--- config.mk ---
export PLATFORM = sky130hd
export DESIGN_NAME = sliding_median_abs_filter
export DESIGN_NICKNAME = d
export VERILOG_FILES = /design/src/hdl/smaf_pkg.sv /design/src/hdl/smaf_cell.sv /design/src/hdl/sliding_median_abs_filter.sv
export SDC_FILE = /design/constraint.sdc
export NUM_CORES = 2
export LEC_CHECK = 0
export BUFFER_PORTS_ARGS = -buffer_cell sky130_fd_sc_hd__buf_2
export CAP_MARGIN = 20
export CORE_MARGIN = 1.5
export CORE_UTILIZATION = 35
export DETAILED_ROUTE_END_ITERATION = 8
export HOLD_SLACK_MARGIN = 0.02
export PLACE_DENSITY = 0.52
export REMOVE_ABC_BUFFERS = 1
export SYNTH_ARGS = -nofsm -noshare
export SYNTH_HDL_FRONTEND = slang
export SYNTH_SLANG_ARGS = --single-unit
--- constraint.sdc ---
create_clock -name clock -period 21.5 [get_ports clock]
set_input_delay 2.15 -clock clock [delete_from_list [all_inputs] [get_ports clock]]
set_output_delay 2.15 -clock clock [all_outputs]
set_load 0.03 [all_outputs]
--- src/hdl/smaf_pkg.sv ---
`timescale 1ns / 1ps

package smaf_pkg;

   // Per-cycle commands broadcast from the sequencer to every cell of the chain.
   typedef struct packed {
      logic clear;   // zero the stored magnitude (end of a stream)
      logic shift;   // take the neighbor's magnitude, the chain moves by one
      logic load;    // copy the stored magnitude into the probe, restart the rank
      logic step;    // count the probe in view, pass the probe on around the ring
   } ctrl_type;

endpackage

--- src/hdl/smaf_cell.sv ---
`timescale 1ns / 1ps

module smaf_cell #(
   parameter int SAMPLE_BITS = 16,
   parameter int INDEX_BITS  = 4,
   parameter int MY_IDX      = 0
) (
   input  logic                   clock,
   input  logic                   reset,
   input  smaf_pkg::ctrl_type     ctrl,
   input  logic                   in_window,
   input  logic [SAMPLE_BITS-1:0] prev_value,
   input  logic [SAMPLE_BITS-1:0] prev_pval,
   input  logic [INDEX_BITS-1:0]  prev_pidx,
   input  logic                   prev_pwin,
   output logic [SAMPLE_BITS-1:0] value,
   output logic [SAMPLE_BITS-1:0] pval,
   output logic [INDEX_BITS-1:0]  pidx,
   output logic                   pwin,
   output logic [INDEX_BITS-1:0]  rank
);

   logic [SAMPLE_BITS-1:0] value_ff, value_in;
   logic [SAMPLE_BITS-1:0] pval_ff, pval_in;
   logic [INDEX_BITS-1:0]  pidx_ff, pidx_in;
   logic                   pwin_ff, pwin_in;
   logic [INDEX_BITS-1:0]  rank_ff, rank_in;
   logic                   hit;

   // The probe ranks below this cell if it is smaller, or equal and from a newer slot.
   assign hit = pwin_ff && ((pval_ff < value_ff) ||
                ((pval_ff == value_ff) && (pidx_ff < INDEX_BITS'(MY_IDX))));

   always_comb begin
      value_in = value_ff;
      pval_in  = pval_ff;
      pidx_in  = pidx_ff;
      pwin_in  = pwin_ff;
      rank_in  = rank_ff;
      if (ctrl.clear) begin
         value_in = '0;
      end else if (ctrl.shift) begin
         value_in = prev_value;
      end
      if (ctrl.load) begin
         pval_in = value_ff;
         pidx_in = INDEX_BITS'(MY_IDX);
         pwin_in = in_window;
         rank_in = '0;
      end else if (ctrl.step) begin
         rank_in = rank_ff + INDEX_BITS'(hit);
         pval_in = prev_pval;
         pidx_in = prev_pidx;
         pwin_in = prev_pwin;
      end
   end

   always_ff @(posedge clock) begin
      if (reset) begin
         value_ff <= '0;
      end else begin
         value_ff <= value_in;
      end
      pval_ff <= pval_in;
      pidx_ff <= pidx_in;
      pwin_ff <= pwin_in;
      rank_ff <= rank_in;
   end

   assign value = value_ff;
   assign pval  = pval_ff;
   assign pidx  = pidx_ff;
   assign pwin  = pwin_ff;
   assign rank  = rank_ff;

endmodule

--- src/hdl/sliding_median_abs_filter.sv ---
`timescale 1ns / 1ps

// Running median over sample magnitudes.
// The req channel carries signed samples (tdata) with tlast on the final sample
// of a stream; the rsp channel returns one median magnitude per input sample, with
// tlast on the final median of the stream. The window size is to be written by the
// user through csr_we/csr_wdata only while the block is idle; the block does not
// enforce this; the window size resets to 5. A sample that owes no result leaves
// the block ready for the next sample. A sample that produces a median passes the
// transfer, a load step, rank steps in which a probe travels once around the ring
// of cells so that every cell counts its rank, and an output step that writes
// the median into the output register, where it shows as the block becomes ready
// for the next sample. A sample with tlast first pads the window with up to
// (w-1)/2 zeros, w being the effective window size, and then produces every owed
// median, each through its own load, rank and output steps, so rank counting
// around the ring sets the throughput.
// The output register lets a new sample be taken while a median still waits.
// Reset empties the window, clears the owed count and sets the window size to 5.
// When the receiver stalls, the finished median holds in the output register and
// the sequencer waits before writing the next one; input is taken again only
// once the owed medians of the current sample have been written out.
module sliding_median_abs_filter #(
   parameter int MAX_WINDOW  = 15,
   parameter int SAMPLE_BITS = 16,
   localparam int DATA_BITS  = ((SAMPLE_BITS + 7) / 8) * 8
) (
   input  logic                 clock,
   input  logic                 reset,
   input  logic                 csr_we,
   input  logic [3:0]           csr_wdata,      // window_size
   input  logic                 req_tvalid,
   output logic                 req_tready,
   input  logic [DATA_BITS-1:0] req_tdata,      // [SAMPLE_BITS-1:0] sample
   input  logic                 req_tlast,      // last_in
   output logic                 rsp_tvalid,
   input  logic                 rsp_tready,
   output logic [DATA_BITS-1:0] rsp_tdata,      // [SAMPLE_BITS-1:0] median
   output logic                 rsp_tlast       // last_out
);

   localparam int INDEX_BITS = (MAX_WINDOW > 1) ? $clog2(MAX_WINDOW) : 1;

   localparam logic [2:0] ST_IDLE = 3'd0;
   localparam logic [2:0] ST_PAD  = 3'd1;
   localparam logic [2:0] ST_LOAD = 3'd2;
   localparam logic [2:0] ST_RANK = 3'd3;
   localparam logic [2:0] ST_OUT  = 3'd4;

   logic [2:0]             state_ff, state_in;
   logic [3:0]             wsize_ff, wsize_in;
   logic [3:0]             pending_ff, pending_in;
   logic [3:0]             pad_ff, pad_in;
   logic                   last_ff, last_in;
   logic [INDEX_BITS-1:0]  cnt_ff, cnt_in;
   logic                   rsp_valid_ff, rsp_valid_in;
   logic [SAMPLE_BITS-1:0] rsp_data_ff, rsp_data_in;
   logic                   rsp_last_ff, rsp_last_in;

   logic [3:0]             w_eff;
   logic [3:0]             lag;
   logic [INDEX_BITS-1:0]  mid_idx;
   logic [SAMPLE_BITS-1:0] sample;
   logic [SAMPLE_BITS-1:0] mag;
   logic [SAMPLE_BITS-1:0] push_val;
   logic [SAMPLE_BITS-1:0] median;
   logic                   out_free;
   logic                   req_xfer;
   smaf_pkg::ctrl_type     ctrl;

   logic [SAMPLE_BITS-1:0] value [MAX_WINDOW];
   logic [SAMPLE_BITS-1:0] pval  [MAX_WINDOW];
   logic [INDEX_BITS-1:0]  pidx  [MAX_WINDOW];
   logic                   pwin  [MAX_WINDOW];
   logic [INDEX_BITS-1:0]  rank  [MAX_WINDOW];
   logic                   in_win [MAX_WINDOW];

   // Effective window: zero counts as one, and the window never exceeds the chain.
   always_comb begin
      if (wsize_ff == 4'd0) begin
         w_eff = 4'd1;
      end else if (32'(wsize_ff) > MAX_WINDOW) begin
         w_eff = 4'(MAX_WINDOW);
      end else begin
         w_eff = wsize_ff;
      end
   end

   // The output lags its input by lag samples; the median is the rank w/2 entry.
   assign lag     = (w_eff - 4'd1) >> 1;
   assign mid_idx = INDEX_BITS'(w_eff >> 1);

   assign sample = req_tdata[SAMPLE_BITS-1:0];
   assign mag    = sample[SAMPLE_BITS-1] ? (~sample + 1'b1) : sample;

   always_comb begin
      for (int i = 0; i < MAX_WINDOW; i++) begin
         in_win[i] = (i < int'(w_eff));
      end
   end

   // Cell 0 is the newest slot; each cell takes its newer neighbor's value on a shift.
   // The probes form a ring so that every probe passes every cell once.
   for (genvar g = 0; g < MAX_WINDOW; g++) begin : g_cell
      localparam int PREV = (g == 0) ? MAX_WINDOW - 1 : g - 1;
      logic [SAMPLE_BITS-1:0] prev_value;

      if (g == 0) begin : g_head
         assign prev_value = push_val;
      end else begin : g_body
         assign prev_value = value[PREV];
      end

      smaf_cell #(
         .SAMPLE_BITS(SAMPLE_BITS),
         .INDEX_BITS (INDEX_BITS),
         .MY_IDX     (g)
      ) u_cell (
         .clock     (clock),
         .reset     (reset),
         .ctrl      (ctrl),
         .in_window (in_win[g]),
         .prev_value(prev_value),
         .prev_pval (pval[PREV]),
         .prev_pidx (pidx[PREV]),
         .prev_pwin (pwin[PREV]),
         .value     (value[g]),
         .pval      (pval[g]),
         .pidx      (pidx[g]),
         .pwin      (pwin[g]),
         .rank      (rank[g])
      );
   end

   // Ranks inside the window are distinct, so exactly one cell matches.
   always_comb begin
      median = '0;
      for (int i = 0; i < MAX_WINDOW; i++) begin
         if (in_win[i] && (rank[i] == mid_idx)) begin
            median = median | value[i];
         end
      end
   end

   assign out_free   = !rsp_valid_ff || rsp_tready;
   assign req_tready = (state_ff == ST_IDLE);
   assign req_xfer   = req_tvalid && req_tready;

   always_comb begin
      state_in     = state_ff;
      wsize_in     = csr_we ? csr_wdata : wsize_ff;
      pending_in   = pending_ff;
      pad_in       = pad_ff;
      last_in      = last_ff;
      cnt_in       = cnt_ff;
      rsp_valid_in = rsp_valid_ff && !rsp_tready;
      rsp_data_in  = rsp_data_ff;
      rsp_last_in  = rsp_last_ff;
      push_val     = '0;
      ctrl         = '0;

      case (state_ff)
         ST_IDLE: begin
            if (req_xfer) begin
               push_val   = mag;
               ctrl.shift = 1'b1;
               pending_in = pending_ff + 4'd1;
               last_in    = req_tlast;
               pad_in     = '0;
               if (req_tlast) begin
                  state_in = ST_PAD;
               end else if ((pending_ff + 4'd1) > lag) begin
                  state_in = ST_LOAD;
               end
            end
         end
         ST_PAD: begin
            // Feed zeros until the newest owed sample sits at the output position.
            if (({1'b0, pending_ff} + {1'b0, pad_ff}) <= {1'b0, lag}) begin
               ctrl.shift = 1'b1;
               pad_in     = pad_ff + 4'd1;
            end else begin
               state_in = ST_LOAD;
            end
         end
         ST_LOAD: begin
            ctrl.load = 1'b1;
            cnt_in    = '0;
            state_in  = ST_RANK;
         end
         ST_RANK: begin
            ctrl.step = 1'b1;
            cnt_in    = cnt_ff + 1'b1;
            if (cnt_ff == INDEX_BITS'(MAX_WINDOW - 1)) begin
               state_in = ST_OUT;
            end
         end
         ST_OUT: begin
            if (out_free) begin
               rsp_valid_in = 1'b1;
               rsp_data_in  = median;
               rsp_last_in  = last_ff && (pending_ff == 4'd1);
               if (!last_ff) begin
                  pending_in = lag;
                  state_in   = ST_IDLE;
               end else if (pending_ff == 4'd1) begin
                  // Final median of the stream: the next stream starts from zeros.
                  ctrl.clear = 1'b1;
                  pending_in = '0;
                  state_in   = ST_IDLE;
               end else begin
                  ctrl.shift = 1'b1;
                  pending_in = pending_ff - 4'd1;
                  state_in   = ST_LOAD;
               end
            end
         end
         default: begin
            state_in = ST_IDLE;
         end
      endcase
   end

   always_ff @(posedge clock) begin
      if (reset) begin
         state_ff     <= ST_IDLE;
         wsize_ff     <= 4'd5;
         pending_ff   <= '0;
         pad_ff       <= '0;
         last_ff      <= 1'b0;
         cnt_ff       <= '0;
         rsp_valid_ff <= 1'b0;
      end else begin
         state_ff     <= state_in;
         wsize_ff     <= wsize_in;
         pending_ff   <= pending_in;
         pad_ff       <= pad_in;
         last_ff      <= last_in;
         cnt_ff       <= cnt_in;
         rsp_valid_ff <= rsp_valid_in;
      end
      rsp_data_ff <= rsp_data_in;
      rsp_last_ff <= rsp_last_in;
   end

   assign rsp_tvalid = rsp_valid_ff;
   assign rsp_tdata  = DATA_BITS'(rsp_data_ff);
   assign rsp_tlast  = rsp_last_ff;

endmodule

==> impl_metrics.env <==
export IMPL_hold_slack_ps=433.3
export IMPL_wire_per_inst_um=20.74
export IMPL_hold_path_class="reg -> reg"
export IMPL_final_max_slew_viol_count=0
export IMPL_p_sw_mw=1.574
export IMPL_drc=0
export IMPL_final_util_pct=39.11
export IMPL_via_per_inst=5.286
export IMPL_crit_required_ps=22020
export IMPL_rsz0062_at_grt="false"
export IMPL_yosysWarnings=0
export IMPL_peakVddDrop_mv=0.07549
export IMPL_final_period_utilization_pct=26.42
export IMPL_start_kind="register"
export IMPL_layout_setup_ws_ps=15820
export IMPL_cp_arrival_ps=6200
export IMPL_finalWirelength_mm=105.2
export IMPL_max_stage_delay_ps=920
export IMPL_nNetsFinal=4068
export IMPL_initialDrtViolationCount=2665
export IMPL_ys_seq_area_share_pct=46.89
export IMPL_grt_first_pass_wirelength_mm=158.9
export IMPL_drv_cap=0
export IMPL_pwr_share_comb_pct=29.0
export IMPL_antenna_found_initial=1
export IMPL_ant_nets=0
export IMPL_drive_gt1_share_pct=6.987
export IMPL_crit_family="buffers and inverters"
export IMPL_dpl_cell_area_um2=34920
export IMPL_numCtsBuffers=72
export IMPL_ys_flop_type="dfxtp_1"
export IMPL_coreArea_um2=95150
export IMPL_p_clk_share_pct=30.0
export IMPL_synthTopCellsByArea="edfxtp_1 (24%), dfxtp_1 (23%), nand2_1 (11%)"
export IMPL_firstDrtPassIters=8
export IMPL_fillerInstances=9622
export IMPL_synth_edf_count=272
export IMPL_initial_utilization_pct=35.40
export IMPL_root_buffer="clkbuf_16"
export IMPL_fmax_mhz=176.1
export IMPL_crit_chain="buf_4 > nor3_1 > nor2_1 > ha_1 > xnor2_1 > ha_1 > nand3b_1 > a32oi_1 > or4b_4 > nand2_4 > buf_4 > buf_4 > nand2_1 > a21oi_2"
export IMPL_cts_hold_buf=0
export IMPL_yosysUniqueCellTypes=76
export IMPL_clock_latency_ps=620
export IMPL_cts_tree="built"
export IMPL_clk_pin_slew_ps=60
export IMPL_swShare_pct=38.02
export IMPL_final_setup_tns_ps=0
export IMPL_vias=26810
export IMPL_syn2layout_area_growth_pct=10.49
export IMPL_cts_resized=0
export IMPL_grt_pass1_vias=25348
export IMPL_die_w_um=313.2
export IMPL_grt_max_degree=169
export IMPL_postLayoutCellArea_um2=37210
export IMPL_fin_cells=5072
export IMPL_synth_top_area_share_pct=24.25
export IMPL_synthCells=3805
export IMPL_fin_skew_ps=15.45
export IMPL_io_pins=45
export IMPL_cp_max_fo=84
export IMPL_endpoint_kind="register"
export IMPL_cts_setup_buffers=0
export IMPL_intPower_mw=2.565
export IMPL_async_reset_ff_share_pct=0
export IMPL_seq_power_share_pct=41.1
export IMPL_htree_num_levels=3
export IMPL_clk_path_buf_depth=3
export IMPL_antenna_cells=0
export IMPL_crit_path_frequent_cell="buf_4"
export IMPL_synth_area_per_cell_um2=8.852
export IMPL_leakage_nw=13.42
export IMPL_status="finished clean"
export IMPL_die_h_um=313.2
export IMPL_dpl_worst_slack_ps=15590
export IMPL_period_minus_slack_ps=5679
export IMPL_relSlewSlack_pct=21.51
export IMPL_portBuffers=44
export IMPL_cellPowerDensity_nw_per_um2=111.2
export IMPL_setup_violations_final=0
export IMPL_ys_seq_elements=653
export IMPL_grt_overflow=0
export IMPL_cp_slowest_cell="buf_4"
export IMPL_grt_total_usage_pct=21.21
export IMPL_dp_hpwl_mm=73.54
export IMPL_cp_buffers_inverters=3
export IMPL_hold_viol_final=0
export IMPL_dieArea_um2=98100
export IMPL_worstMarginPinSlew_ps=1177
export IMPL_p_total_mw=4.139
export IMPL_rows=113
export IMPL_syn_area_um2=33680
export IMPL_place_congestion=0.8739
export IMPL_yosys_area_top_type="edfxtp_1"
export IMPL_crit_type="reg -> reg"
export IMPL_cts_sinks=653
export IMPL_dp_cells=4944
-- area by class of cell --
class	instances	area, um2	area share, %
multi-input cells	2661	15950	42.85
flip-flops and latches	653	15800	42.45
clock buffers	97	1987	5.339
well taps	1265	1583	4.253
inverters	281	1062	2.854
repair buffers	84	533.0	1.432
clock inverters	31	304.0	0.8170
-- metal layers --
| metal | up-vias | wire length, um | GRT usage [%] |
|---|---|---|---|
| met2 | 814 | 46200 | 32.42 |
| met1 | 12682 | 49480 | 30.76 |
| met5 | - | 0 | 0 |
| li1 | 13179 | - | - |
| met3 | 135 | 6206 | 2.554 |
| met4 | 0 | 3321 | 7.411 |
-- power by group through the flow --
| stage | combinational [mW] | clock [mW] | sequential [mW] |
|---|---|---|---|
| 4_1_cts | 1.21 | 1.26 | 1.70 |
| 6_report | 1.20 | 1.24 | 1.70 |
| 5_1_grt | 1.35 | 1.32 | 1.72 |
| 3_3_place_gp | 1.19 | 0 | 1.72 |
| 2_1_floorplan | 0.840 | 0 | 1.73 |
| 3_5_place_dp | 1.20 | 0 | 1.73 |
-- state kept, by name, indices dropped and copies added (netlist names) --
register             cells
last_ff                  1
rsp_tlast                1
wsize_ff                 4
rsp_tvalid               1
g_cell.u_cell.pval     240
pending_ff               4
g_cell.u_cell.pidx      60
rsp_tdata               16
g_cell.u_cell.value    240
pad_ff                   4
g_cell.u_cell.pwin      15
cnt_ff                   4
state_ff                 3
g_cell.u_cell.rank      60
-- tightest hold or removal path: stages (launching register included) --
cell and delay, ps:
dfxtp_1 300, nand2_1 50, nand2_1 40
-- path summary, 6_finish.rpt --
kind	cells after the start	from	to	slack [ps]
worst max register to register	14	wsize_ff[2]	g_cell[5].u_cell.value[12]	15820
worst min register to register	2	g_cell[0].u_cell.pidx[0]	g_cell[0].u_cell.pidx[0]	430
worst max-delay path	14	wsize_ff[2]	g_cell[5].u_cell.value[12]	15820
worst min-delay path	2	g_cell[0].u_cell.pidx[0]	g_cell[0].u_cell.pidx[0]	430
-- Yosys cell counts, types with 24 or more instances --
library cell,count
a21oi_2,50
ha_1,288
a21oi_1,261
nor2_1,80
nor3_1,24
dfxtp_1,381
o31ai_1,25
nand3_1,136
buf_2,53
clkbuf_1,124
xor2_1,46
nand2_1,995
a221oi_1,34
edfxtp_1,272
nand4_1,38
inv_1,281
o21ai_0,339
a222oi_1,27
-- logic make-up after synthesis --
logic type                 share of synthesized area [%]
AOI/OAI and AO/OA                                  16.79
xor gates and xnor gates                           1.456
buffers and inverters                              6.081
and+or+nand+nor                                    17.93
DFF                                                46.89
muxes                                            0.08916
adders and majority gates                          10.76
-- placed cells by master (no fill, tap or decap), types with 10 or more instances in the layout --
cell type,synthesis,layout
nand2_1,995,993
dfxtp_1,381,380
o21ai_0,339,339
ha_1,288,288
inv_1,281,280
edfxtp_1,272,272
a21oi_1,261,261
nand3_1,136,136
nor2_1,80,78
clkbuf_16,0,73
a21oi_2,50,50
xor2_1,46,46
buf_2,53,44
buf_4,6,39
nand4_1,38,38
a221oi_1,34,34
a222oi_1,27,27
o31ai_1,25,25
o21a_1,23,23
nor3_1,24,23
a31oi_1,21,21
a22o_1,21,21
nor2b_1,20,20
clkbuf_1,124,17
a21o_1,17,16
a22oi_1,16,16
and4_1,13,13
and3_1,13,13
nand2b_1,13,12
nand4b_1,12,12
clkinv_2,0,12
o32ai_1,11,11
nor4_1,11,10
xnor2_1,10,10
Note: power is estimated with default switching activity, not from simulation.
